**src/rtl/lcs_pkg.sv**
```systemverilog
`timescale 1ns / 1ps

package lcs_pkg;

    // fixed field widths
    localparam int ACTION_W = 2;
    localparam int SYM_PORT_W = 8;
    localparam int RUN_W = 9;
    localparam logic [RUN_W-1:0] RUN_MAX = 9'd511;

    // action codes
    localparam logic [ACTION_W-1:0] ACT_APPEND  = 2'd0;
    localparam logic [ACTION_W-1:0] ACT_PROCESS = 2'd1;
    localparam logic [ACTION_W-1:0] ACT_REPORT  = 2'd2;

    // controller states
    typedef enum logic [1:0] {
        S_RUN   = 2'b01,
        S_DRAIN = 2'b10
    } state_t;

    // broadcast command from the controller to every cell
    typedef struct packed {
        logic append;
        logic process;
        logic clear;
    } cell_cmd_t;

endpackage

```
**src/rtl/lcs_cell.sv**
```systemverilog
`timescale 1ns / 1ps

module lcs_cell #(
    parameter int INDEX = 0,
    parameter int LEN_W = 9,
    parameter int SYM_W = 8
) (
    input  logic                     clk,
    input  logic                     rst_n,
    input  lcs_pkg::cell_cmd_t       cmd,
    input  logic [LEN_W-1:0]         length,
    input  logic [SYM_W-1:0]         symbol,
    input  logic [lcs_pkg::RUN_W-1:0] left_run,
    input  logic [lcs_pkg::RUN_W-1:0] left_best,
    output logic [lcs_pkg::RUN_W-1:0] run,
    output logic [lcs_pkg::RUN_W-1:0] best
);
    import lcs_pkg::*;

    logic             occupied_reg, occupied_next;
    logic [SYM_W-1:0] sym_reg;
    logic [RUN_W-1:0] run_reg;
    logic [RUN_W-1:0] best_reg, best_next;
    logic             write_en;
    logic             update_en;
    logic [RUN_W-1:0] run_next;
    logic [RUN_W-1:0] cand;

    // this cell takes the next appended symbol
    assign write_en = cmd.append && (length == LEN_W'(INDEX));
    assign update_en = cmd.process && occupied_reg;

    // diagonal run: extend the left neighbour's previous run on a match
    always_comb
    begin
        run_next = '0;
        if (sym_reg == symbol)
        begin
            run_next = (left_run >= RUN_MAX) ? RUN_MAX : left_run + RUN_W'(1);
        end
    end

    // running best ripples down the chain one cell per cycle
    always_comb
    begin
        cand = update_en ? run_next : '0;
        best_next = best_reg;
        if (left_best > best_next)
        begin
            best_next = left_best;
        end
        if (cand > best_next)
        begin
            best_next = cand;
        end
        occupied_next = occupied_reg;
        if (cmd.clear)
        begin
            occupied_next = 1'b0;
            best_next = '0;
        end
        else if (write_en)
        begin
            occupied_next = 1'b1;
        end
    end

    // control state
    always_ff @(posedge clk or negedge rst_n)
    begin
        if (!rst_n)
        begin
            occupied_reg <= 1'b0;
            best_reg <= '0;
        end
        else
        begin
            occupied_reg <= occupied_next;
            best_reg <= best_next;
        end
    end

    // stored symbol and run length
    always_ff @(posedge clk)
    begin
        if (write_en)
        begin
            sym_reg <= symbol;
            run_reg <= '0;
        end
        else if (update_en)
        begin
            run_reg <= run_next;
        end
    end

    assign run = run_reg;
    assign best = best_reg;

endmodule

```
**config.mk**
```make
export PLATFORM = sky130hd
export DESIGN_NAME = lcs_cell
export DESIGN_NICKNAME = d
export VERILOG_FILES = /design/src/rtl/lcs_pkg.sv /design/src/rtl/lcs_cell.sv
export SDC_FILE = /design/constraint.sdc
export NUM_CORES = 1
export LEC_CHECK = 0
export ABC_CLOCK_PERIOD_IN_PS = 4100
export BUFFER_PORTS_ARGS = -buffer_cell sky130_fd_sc_hd__buf_2
export CAP_MARGIN = 20
export CORE_ASPECT_RATIO = 0.9
export CORE_MARGIN = 10
export CORE_UTILIZATION = 52
export DETAILED_ROUTE_END_ITERATION = 8
export PLACE_DENSITY = 0.83
export SYNTH_ARGS = -nofsm -noshare
export SYNTH_HDL_FRONTEND = slang
export SYNTH_SLANG_ARGS = --single-unit
```
**constraint.sdc**
```tcl
create_clock -name clk -period 4.1 [get_ports clk]
set_clock_uncertainty 0.15 [all_clocks]
set_input_delay 0.205 -clock clk [delete_from_list [all_inputs] [get_ports clk]]
set_output_delay 0.205 -clock clk [all_outputs]
set_load 0.005 [all_outputs]
```
==> impl_metrics.csv <==
group,metric,value,unit
pwr,peakVddDrop,0.000146,V
global_routing,grt.overflow.total,0,
drt,drtAntennaViolNets,0,
pwr,internal_power,0.000472,W
pwr,p_sw_share,33.4,%
timing,slew_viol_final,0,
clock_network,cts-htree-levels,1,
pwr,pwr-share-seq,42.6,%
timing,final.min_clock_period,3.83,ns
pwr,p_switching,0.000237,W
floorplan,initial_core_util,54.2,%
synth,async_reset_ff_share,37.0,%
floorplan,fp.dieH,79.4,um
synth,synth-seq-cells,27,
synth,synth.top_cell.area_share,12.3,%
drt,route.detailed.drc,0,
floorplan,core,3760,um2
critical_path,critPathBufInv,3,
drt,vias,1955,
pwr,clock_power_share,22.8,%
timing,max_freq,261,MHz
critical_path,start_kind,"register",
drt,wirelength,5.57,mm
final_layout,nNetsFinal,347,
placed_design,gp_congestion,0.872,
critical_path,crit_fanout,9,
timing,finalHoldViolations,0,
job,maxCapViolCount,0,
pwr,p_leak,1.15,nW
synth,synth_area_per_cell,9.44,um2
clock_network,cts_tree,"yes",
floorplan,io_pins,58,
synth,synth_edf_count,8,
synth,synth_cell_types,52,
final_layout,n_antenna_cell,0,
drt,viasPerCell,5.89,
hold_path,min_from,"left_best[3]",
global_routing,grt_pass1_wl,9.43,mm
timing,finalSetupTns,0,ns
critical_path,path_depth,15,
global_routing,grt_max_degree,19,
final_layout,drive_gt1_share,31.5,%
synth,synthCells,216,
critical_path,path_delay_family,"compound AO/OA/AOI/OAI gates",
critical_path,cp.arrival,3.87,ns
drt,firstDrtPassIters,4,
critical_path,reg2reg_from,"best[4]",
clock_network,clockBufferDepth,2,
final_layout,final_common_cell,"buf_2",
critical_path,path_cells,"inv_1 -> ha_1 -> a211o_1 -> a31oi_2 -> o221a_4 -> o21ai_2 -> and2_1 -> ha_1 -> nand4_1 -> or3_1 -> o211ai_1 -> buf_4 -> buf_4 -> a21oi_1 -> a311oi_2",
critical_path,cp-end-kind,"register",
critical_path,reg2reg_depth,15,
final_layout,fillers,314,
synth,synthFlopType,"dfrtp_1",
critical_path,cpPeakStageDelay,0.41,ns
global_routing,grt_pass1_vias,2047,
global_routing,grt_antenna_before_repair,0,
placed_design,dp_hpwl,4.36,mm
pwr,fin_total_pwr,0.000709,W
drt,drt_iter0_markers,144,
global_routing,track_usage,16.2,%
placed_design,place_inst,317,
clock_network,cts_sinks,27,
placed_design,io_buffers,57,
pwr,p_comb_share,34.6,%
final_layout,stdcell_count,332,
critical_path,crit_type,"register to register",
floorplan,die_w,86.0,um
clock_network,cts_buffers,3,
synth,synth_warnings,0,
critical_path,setup.worst_path.start,"best[4]",
timing,layout_worst_path_cycle_share,93.5,%
synth,syn-num-nets,276,
clock_network,clkSlewWorstSetupHoldPaths,0.10,ns
floorplan,die-area,6830,um2
drt,wl_per_cell,16.8,um
status,status,"finished clean",
final_layout,syn_to_final_growth,24.9,%
clock_network,clk_latency,0.28,ns
timing,setup_viol_count_final,0,
synth,synth_top_cell_by_area,"dfrtp_1",
timing,slew_headroom,50.2,%
pwr,power.density,278,nW/um2
timing,rsz0062_at_grt,"false",
floorplan,num_rows,21,
synth,synthTopCellsByArea,"dfrtp_1 (12%), ha_1 (12%), edfxtp_1 (12%)",
synth,synth-seq-area-share,32.9,%
hold_path,holdPathStages,3,
timing,worstMarginPinSlew,0.747,ns
synth,netlist_area,2040,um2
hold_path,hold_path.class,"input pin to register",
final_layout,final_cell_mix,"buf_2 (57), ha_1 (20), a21oi_1 (16)",
critical_path,worstPathRequired,4.14,ns
critical_path,crit_path_top_delay_cell,"dfrtp_1",
clock_network,cts-root-buf,"clkbuf_8",
final timing paths:
path / endpoint / slack (ns)
max: best[4] / 0.27
min: best[3] / 0.1
max reg2reg: best[4] / 0.27
min reg2reg: run[7] / 0.31
max in group asynchronous: occupied_reg / 3.46
min in group asynchronous: best[8] / 0.15
repair_timing:
| action | in CTS | in global routing |
|---|---|---|
| setup endpoints to repair | 0 | 9 |
| hold buffers | 9 | 0 |
| setup buffers | 0 | 2 |
| endpoints found under the hold margin | 18 | 0 |
| resized for setup | 0 | 2 |
Yosys cell counts (3+ instances only):
cell type / n
a21oi_1: 16
a22oi_1: 6
a311oi_2: 6
and2_1: 12
and3_1: 3
buf_2: 3
dfrtp_1: 10
dfxtp_1: 9
edfxtp_1: 8
ha_1: 20
inv_1: 12
nand2_1: 15
nand3_1: 14
nand4_1: 6
nor2_1: 10
o21ai_0: 5
o21ai_2: 6
or3_1: 4
xnor2_1: 9
final cells by class:
type / count / area (um2) / share of cell area, %
inverter: 12 / 45.0 / 1.77
timing repair buffer: 72 / 420 / 16.5
clock inverter: 1 / 7.51 / 0.295
sequential: 27 / 671 / 26.3
multi-input combinational: 171 / 1300 / 51.2
tap: 46 / 57.6 / 2.26
clock buffer: 3 / 41.3 / 1.62
power by group through the flow:
stage,Combinational (W),Clock (W),Sequential [W]
after floorplan,0.000153,0,0.000307
after global placement,0.000224,0,0.000308
after detailed placement,0.000230,0,0.000307
after CTS,0.000240,0.000166,0.000302
after global routing,0.000278,0.000174,0.000304
final,0.000246,0.000161,0.000302
per-layer routing:
metal | routed length (um) | up-vias | share of wire, % | GRT usage, %
li1 | - | 961 | - | -
met1 | 2390 | 925 | 43 | 19.9
met2 | 2740 | 65 | 49 | 27.6
met3 | 421 | 4 | 7.6 | 5.20
met4 | 25 | 0 | 0.45 | 1.97
met5 | 0 | - | 0 | 0
cell families (layout without fill, tap and decap cells):
family	Yosys count	count (layout)	synth area share [%]
mux	2	2	1.23
flops	27	27	32.9
buf+inv	18	88	3.68
fa+ha+maj	20	20	12.3
compound gates	58	58	23.1
simple gates	81	81	22.5
xor+xnor	10	10	4.30
worst min-delay path, delay by kind of cell:
family | cells | cell delay [ns]
buffers and inverters | 1 | 0.11
AND/OR/NAND/NOR | 1 | 0.09
AO/OA/AOI/OAI | 1 | 0.09
through the flow:
stage	cell area, um2	util (%)	setup slack, ns	hold WS [ns]
detailed placement	2380	63.4	0.0935	-0.0707
finish	2550	67.8	0.265	0.0993
global placement	2380	63.4	0.312	-0.0744
floorplan	2040	-	0.763	-0.241
global route	2550	67.8	0.0690	0.0977
CTS	2520	67.1	0.0987	0.102
(Power assumes the default switching activity.)
