===== src/rtl/lcs_pkg.sv =====
`timescale 1ns / 1ps

package lcs_pkg;

    // fixed field widths
    localparam int ACTION_W = 2;
    localparam int SYM_PORT_W = 8;
    localparam int RUN_W = 9;
    localparam logic [RUN_W-1:0] RUN_MAX = 9'd511;

    // action codes
    localparam logic [ACTION_W-1:0] ACT_APPEND  = 2'd0;
    localparam logic [ACTION_W-1:0] ACT_PROCESS = 2'd1;
    localparam logic [ACTION_W-1:0] ACT_REPORT  = 2'd2;

    // controller states
    typedef enum logic [1:0] {
        S_RUN   = 2'b01,
        S_DRAIN = 2'b10
    } state_t;

    // broadcast command from the controller to every cell
    typedef struct packed {
        logic append;
        logic process;
        logic clear;
    } cell_cmd_t;

endpackage


===== src/rtl/lcs_ctrl.sv =====
`timescale 1ns / 1ps

module lcs_ctrl #(
    parameter int MAX_LEN = 256,
    parameter int LEN_W = 9
) (
    input  logic                         clk,
    input  logic                         rst_n,
    input  logic                         in_valid,
    output logic                         in_stall,
    input  logic [lcs_pkg::ACTION_W-1:0] action,
    output logic                         out_valid,
    input  logic                         out_stall,
    output logic [lcs_pkg::RUN_W-1:0]    longest,
    output logic                         overflow,
    input  logic [lcs_pkg::RUN_W-1:0]    chain_best,
    output lcs_pkg::cell_cmd_t           cmd,
    output logic [LEN_W-1:0]             length
);
    import lcs_pkg::*;

    state_t           state_reg, state_next;
    logic [LEN_W-1:0] length_reg, length_next;
    logic [LEN_W-1:0] count_reg, count_next;
    logic             ovf_reg, ovf_next;
    logic             out_valid_reg, out_valid_next;
    logic [RUN_W-1:0] longest_reg;
    logic             overflow_reg;
    logic             accept;
    logic             full;
    logic             load;
    logic             is_append, is_process, is_report;

    assign in_stall = (state_reg != S_RUN);
    assign accept = in_valid && !in_stall;
    assign full = (length_reg == LEN_W'(MAX_LEN));

    // action decode
    always_comb
    begin
        is_append = 1'b0;
        is_process = 1'b0;
        is_report = 1'b0;
        unique case (action)
            ACT_APPEND:  is_append = 1'b1;
            ACT_PROCESS: is_process = 1'b1;
            ACT_REPORT:  is_report = 1'b1;
            default:     ;
        endcase
    end

    // result loads once the best value has reached the end of the chain and any held result has been taken
    assign load = (state_reg == S_DRAIN) && (count_reg == '0)
                  && (!out_valid_reg || !out_stall);

    assign cmd.append = accept && is_append && !full;
    assign cmd.process = accept && is_process;
    assign cmd.clear = load;

    // next state, length, drain counter and flags
    always_comb
    begin
        state_next = state_reg;
        length_next = length_reg;
        count_next = count_reg;
        ovf_next = ovf_reg;
        unique case (state_reg)
            S_RUN:
            begin
                if (accept && is_report)
                begin
                    state_next = S_DRAIN;
                end
            end
            S_DRAIN:
            begin
                if (load)
                begin
                    state_next = S_RUN;
                end
            end
            default: state_next = S_RUN;
        endcase
        if (cmd.append)
        begin
            length_next = length_reg + LEN_W'(1);
        end
        if (accept && is_append && full)
        begin
            ovf_next = 1'b1;
        end
        if (cmd.process)
        begin
            count_next = LEN_W'(MAX_LEN - 1);
        end
        else if (count_reg != '0)
        begin
            count_next = count_reg - LEN_W'(1);
        end
        if (load)
        begin
            length_next = '0;
            ovf_next = 1'b0;
        end
        out_valid_next = out_valid_reg && out_stall;
        if (load)
        begin
            out_valid_next = 1'b1;
        end
    end

    // control registers
    always_ff @(posedge clk or negedge rst_n)
    begin
        if (!rst_n)
        begin
            state_reg <= S_RUN;
            length_reg <= '0;
            count_reg <= '0;
            ovf_reg <= 1'b0;
            out_valid_reg <= 1'b0;
        end
        else
        begin
            state_reg <= state_next;
            length_reg <= length_next;
            count_reg <= count_next;
            ovf_reg <= ovf_next;
            out_valid_reg <= out_valid_next;
        end
    end

    // result register
    always_ff @(posedge clk)
    begin
        if (load)
        begin
            longest_reg <= chain_best;
            overflow_reg <= ovf_reg;
        end
    end

    assign out_valid = out_valid_reg;
    assign longest = longest_reg;
    assign overflow = overflow_reg;
    assign length = length_reg;

endmodule


===== config.mk =====
export PLATFORM = sky130hd
export DESIGN_NAME = lcs_ctrl
export DESIGN_NICKNAME = d
export VERILOG_FILES = /design/src/rtl/lcs_pkg.sv /design/src/rtl/lcs_ctrl.sv
export SDC_FILE = /design/constraint.sdc
export NUM_CORES = 1
export LEC_CHECK = 0
export ABC_AREA = 1
export CELL_PAD_IN_SITES_DETAIL_PLACEMENT = 0
export CELL_PAD_IN_SITES_GLOBAL_PLACEMENT = 1
export CORE_ASPECT_RATIO = 1.75
export CORE_UTILIZATION = 49
export CTS_BUF_LIST = sky130_fd_sc_hd__clkbuf_8 sky130_fd_sc_hd__clkbuf_16
export CTS_CLUSTER_SIZE = 14
export DETAILED_ROUTE_END_ITERATION = 16
export DONT_BUFFER_PORTS = 1
export PLACE_DENSITY = 0.88
export SYNTH_ARGS = -nofsm -noshare
export SYNTH_HDL_FRONTEND = slang
export SYNTH_SLANG_ARGS = --single-unit

===== constraint.sdc =====
create_clock -name clk -period 5.22 [get_ports clk]
set_clock_uncertainty 0.15 [all_clocks]
set_input_delay 0.261 -clock clk [delete_from_list [all_inputs] [get_ports clk]]
set_output_delay 0.261 -clock clk [all_outputs]
set_load 0.02 [all_outputs]

==> impl_metrics.env <==
export IMPL_min_period_over_period=0.428
export IMPL_cp_data_required_time_ps=4810
export IMPL_fillers=281
export IMPL_dp_slack_ps=3190
export IMPL_antennaDiodeCount=0
export IMPL_hold_start="action[1]"
export IMPL_met2_usage=0.390
export IMPL_cts_root_buf="clkbuf_8"
export IMPL_cts_tree="done"
export IMPL_slew_headroom=0.328
export IMPL_end_kind="output port"
export IMPL_arrival_ps=1820
export IMPL_grt_pass1_vias=1306
export IMPL_vias_per_cell=4.97
export IMPL_rows=27
export IMPL_pin_count=39
export IMPL_setup_viol_count_final=0
export IMPL_area_growth_pct=15.2
export IMPL_reg2reg_depth=6
export IMPL_dieArea_sq_mm=0.00369
export IMPL_finalSetupTns_ps=0
export IMPL_r2r_setup_slack_ps=3170
export IMPL_power_density_mw_per_mm2=393
export IMPL_synth_seq_area_share=0.506
export IMPL_min_to="state_reg[1]"
export IMPL_rsz0062_at_grt="false"
export IMPL_insertion_delay_ps=280
export IMPL_synth_cells=205
export IMPL_fp_dieH_microns=79.6
export IMPL_fmax_ghz=0.447
export IMPL_post_cts_buffers=0
export IMPL_grt_pass1_wl_mm=5.62
export IMPL_io_buffers=0
export IMPL_nets=239
export IMPL_regToRegEndpoint="longest[5]"
export IMPL_synth_edf_count=10
export IMPL_numCtsBuffers=5
export IMPL_antenna_left=0
export IMPL_worstPathMaxFanout=11
export IMPL_ys_warn_count=0
export IMPL_initial_utilization=0.525
export IMPL_top_usage_layer="met2"
export IMPL_r2r_start="count_reg[0]"
export IMPL_synth_seq_cells=32
export IMPL_final_hold_viol_count=0
export IMPL_ctsHtreeMaxLevel=2
export IMPL_drive_gt1_frac=0.117
export IMPL_tightest_slew_ps=1000
export IMPL_fin_util=0.605
export IMPL_whs_path_depth=4
export IMPL_report_final_slew_viol_count=0
export IMPL_hold_class="primary input to flop"
export IMPL_first_pass_iters=4
export IMPL_grt_util_met3=0.0430
export IMPL_antenna_found_initial=0
export IMPL_use_met1=0.211
export IMPL_cts_sinks=32
export IMPL_maxCapViolCount=0
export IMPL_synth_flop_cell="dfrtp_1"
export IMPL_grtUsageTotal=0.216
export IMPL_drtIter0Drc=19
export IMPL_route_vias_total=1316
export IMPL_clock_path_buffers=2
export IMPL_leakage_nw=0.931
export IMPL_syn_cell_area_sq_mm=0.00169
export IMPL_outcome="finished clean"
export IMPL_syn_avg_cell_area_sq_um=8.22
export IMPL_finalCriticalPeriod_ps=2240
export IMPL_dp_hpwl_mm=2.49
export IMPL_ys_types=27
export IMPL_drc=0
export IMPL_grt_max_degree=23
export IMPL_vdd_drop_max_mv=0.242
export IMPL_crit_type="flop to output port"
export IMPL_worst_slack_ps=2980
export IMPL_clkSlewWorstSetupHoldPaths_ps=70
export IMPL_ys_async_sr_fraction=0.688
export IMPL_grt_overflow_total=0
export IMPL_startpoint_type="flop"
export IMPL_wl_per_cell_microns=13.0
export IMPL_synthesis_nets=223
export IMPL_core_area_sq_mm=0.00321
export IMPL_die_w_microns=46.3
export IMPL_wl_mm=3.45
export IMPL_gp_congestion=0.844
==> worst max-delay path, stage by stage (launching register included) <==
cell	delay (ps)
dfrtp_1	360
inv_1	140
ha_1	280
nand3_1	100
nor3_1	160
nand3_1	90
inv_1	410
==> what timing repair did <==
| action | 4_1_cts | 5_1_grt |
|---|---|---|
| resized for setup | 0 | 0 |
| hold endpoints to repair | 32 | 0 |
| hold buffers | 11 | 0 |
==> worst max path at each step <==
stage / start / slack [ps] / to / cells after the start
after detailed placement: count_reg[0] / 3190 / longest[8] / 6
after floorplan: count_reg[0] / 3340 / cmd[0] / 7
after global placement: count_reg[0] / 3230 / overflow / 6
final: count_reg[0] / 2980 / cmd[0] / 6
after CTS: count_reg[0] / 2980 / cmd[0] / 6
after global routing: count_reg[0] / 2820 / cmd[0] / 6
==> final cells by class <==
class,instances,area (sq um),share of cell area
Timing Repair Buffer,11,110,0.0567
Clock inverter,3,42.5,0.0219
Sequential cell,32,852,0.439
Inverter,37,139,0.0715
Multi-Input combinational cell,134,676,0.348
Clock buffer,5,68.8,0.0354
Tap cell,43,53.8,0.0277
==> synthesized netlist by cell type (3+ instances only) <==
| cell | n | area, sq um |
|---|---|---|
| nand2_1 | 58 | 218 |
| inv_1 | 34 | 128 |
| nand3_1 | 28 | 140 |
| dfrtp_1 | 21 | 526 |
| nor2_1 | 20 | 75.1 |
| edfxtp_1 | 10 | 300 |
| or2_2 | 4 | 25.0 |
| ha_1 | 3 | 37.5 |
| nor3_1 | 3 | 15.0 |
==> kinds of logic (layout without fill, tap and decap cells) <==
kind of cell / count (synthesis) / in the layout / share of synthesized area
buffers and inverters: 39 / 56 / 0.0935
and+or+nand+nor: 124 / 124 / 0.351
AOI/OAI and AO/OA: 5 / 5 / 0.0171
xor gates and xnor gates: 2 / 2 / 0.0104
adders and majority gates: 3 / 3 / 0.0223
DFF: 32 / 32 / 0.506
==> routing by layer <==
layer	part of all wire	wire, microns
met1	0.35	1200
met5	0	0
met4	0.034	116
met3	0.040	138
met2	0.58	2000
==> through the flow <==
| stage | total power [mW] | hold slack, ps | instance area, sq um | instances |
|---|---|---|---|---|
| 6_report | 0.763 | 73.6 | 1940 | 265 |
| 5_1_grt | 0.815 | 85.3 | 1940 | 265 |
| 4_1_cts | 0.768 | 48.6 | 1940 | 265 |
| 3_5_place_dp | 0.523 | -184 | 1720 | 246 |
| 3_3_place_gp | 0.514 | -184 | 1720 | 246 |
| 2_1_floorplan | 0.485 | -185 | 1690 | 205 |
==> power breakdown <==
part / internal [mW] / switching, mW / total [mW]
Combinational: 0.0623 / 0.0955 / 0.158
Clock: 0.141 / 0.0950 / 0.236
Sequential: 0.297 / 0.0717 / 0.369
==> layout by cell type, fill, tap and decap left out, types with 2 or more instances in the layout <==
master and instances:
nand2_4 2, inv_2 2, clkbuf_8 5, ha_1 3, nor3_1 3, nand2_1 58
nand3_1 28, nand2_2 2, nor2_4 2, edfxtp_1 10, xor2_1 2, a21oi_1 2
dlygate4sd3_1 11, or2_2 4, nor2_1 20, inv_1 34, dfrtp_1 21
No activity file was read; power rests on OpenSTA's default activity.
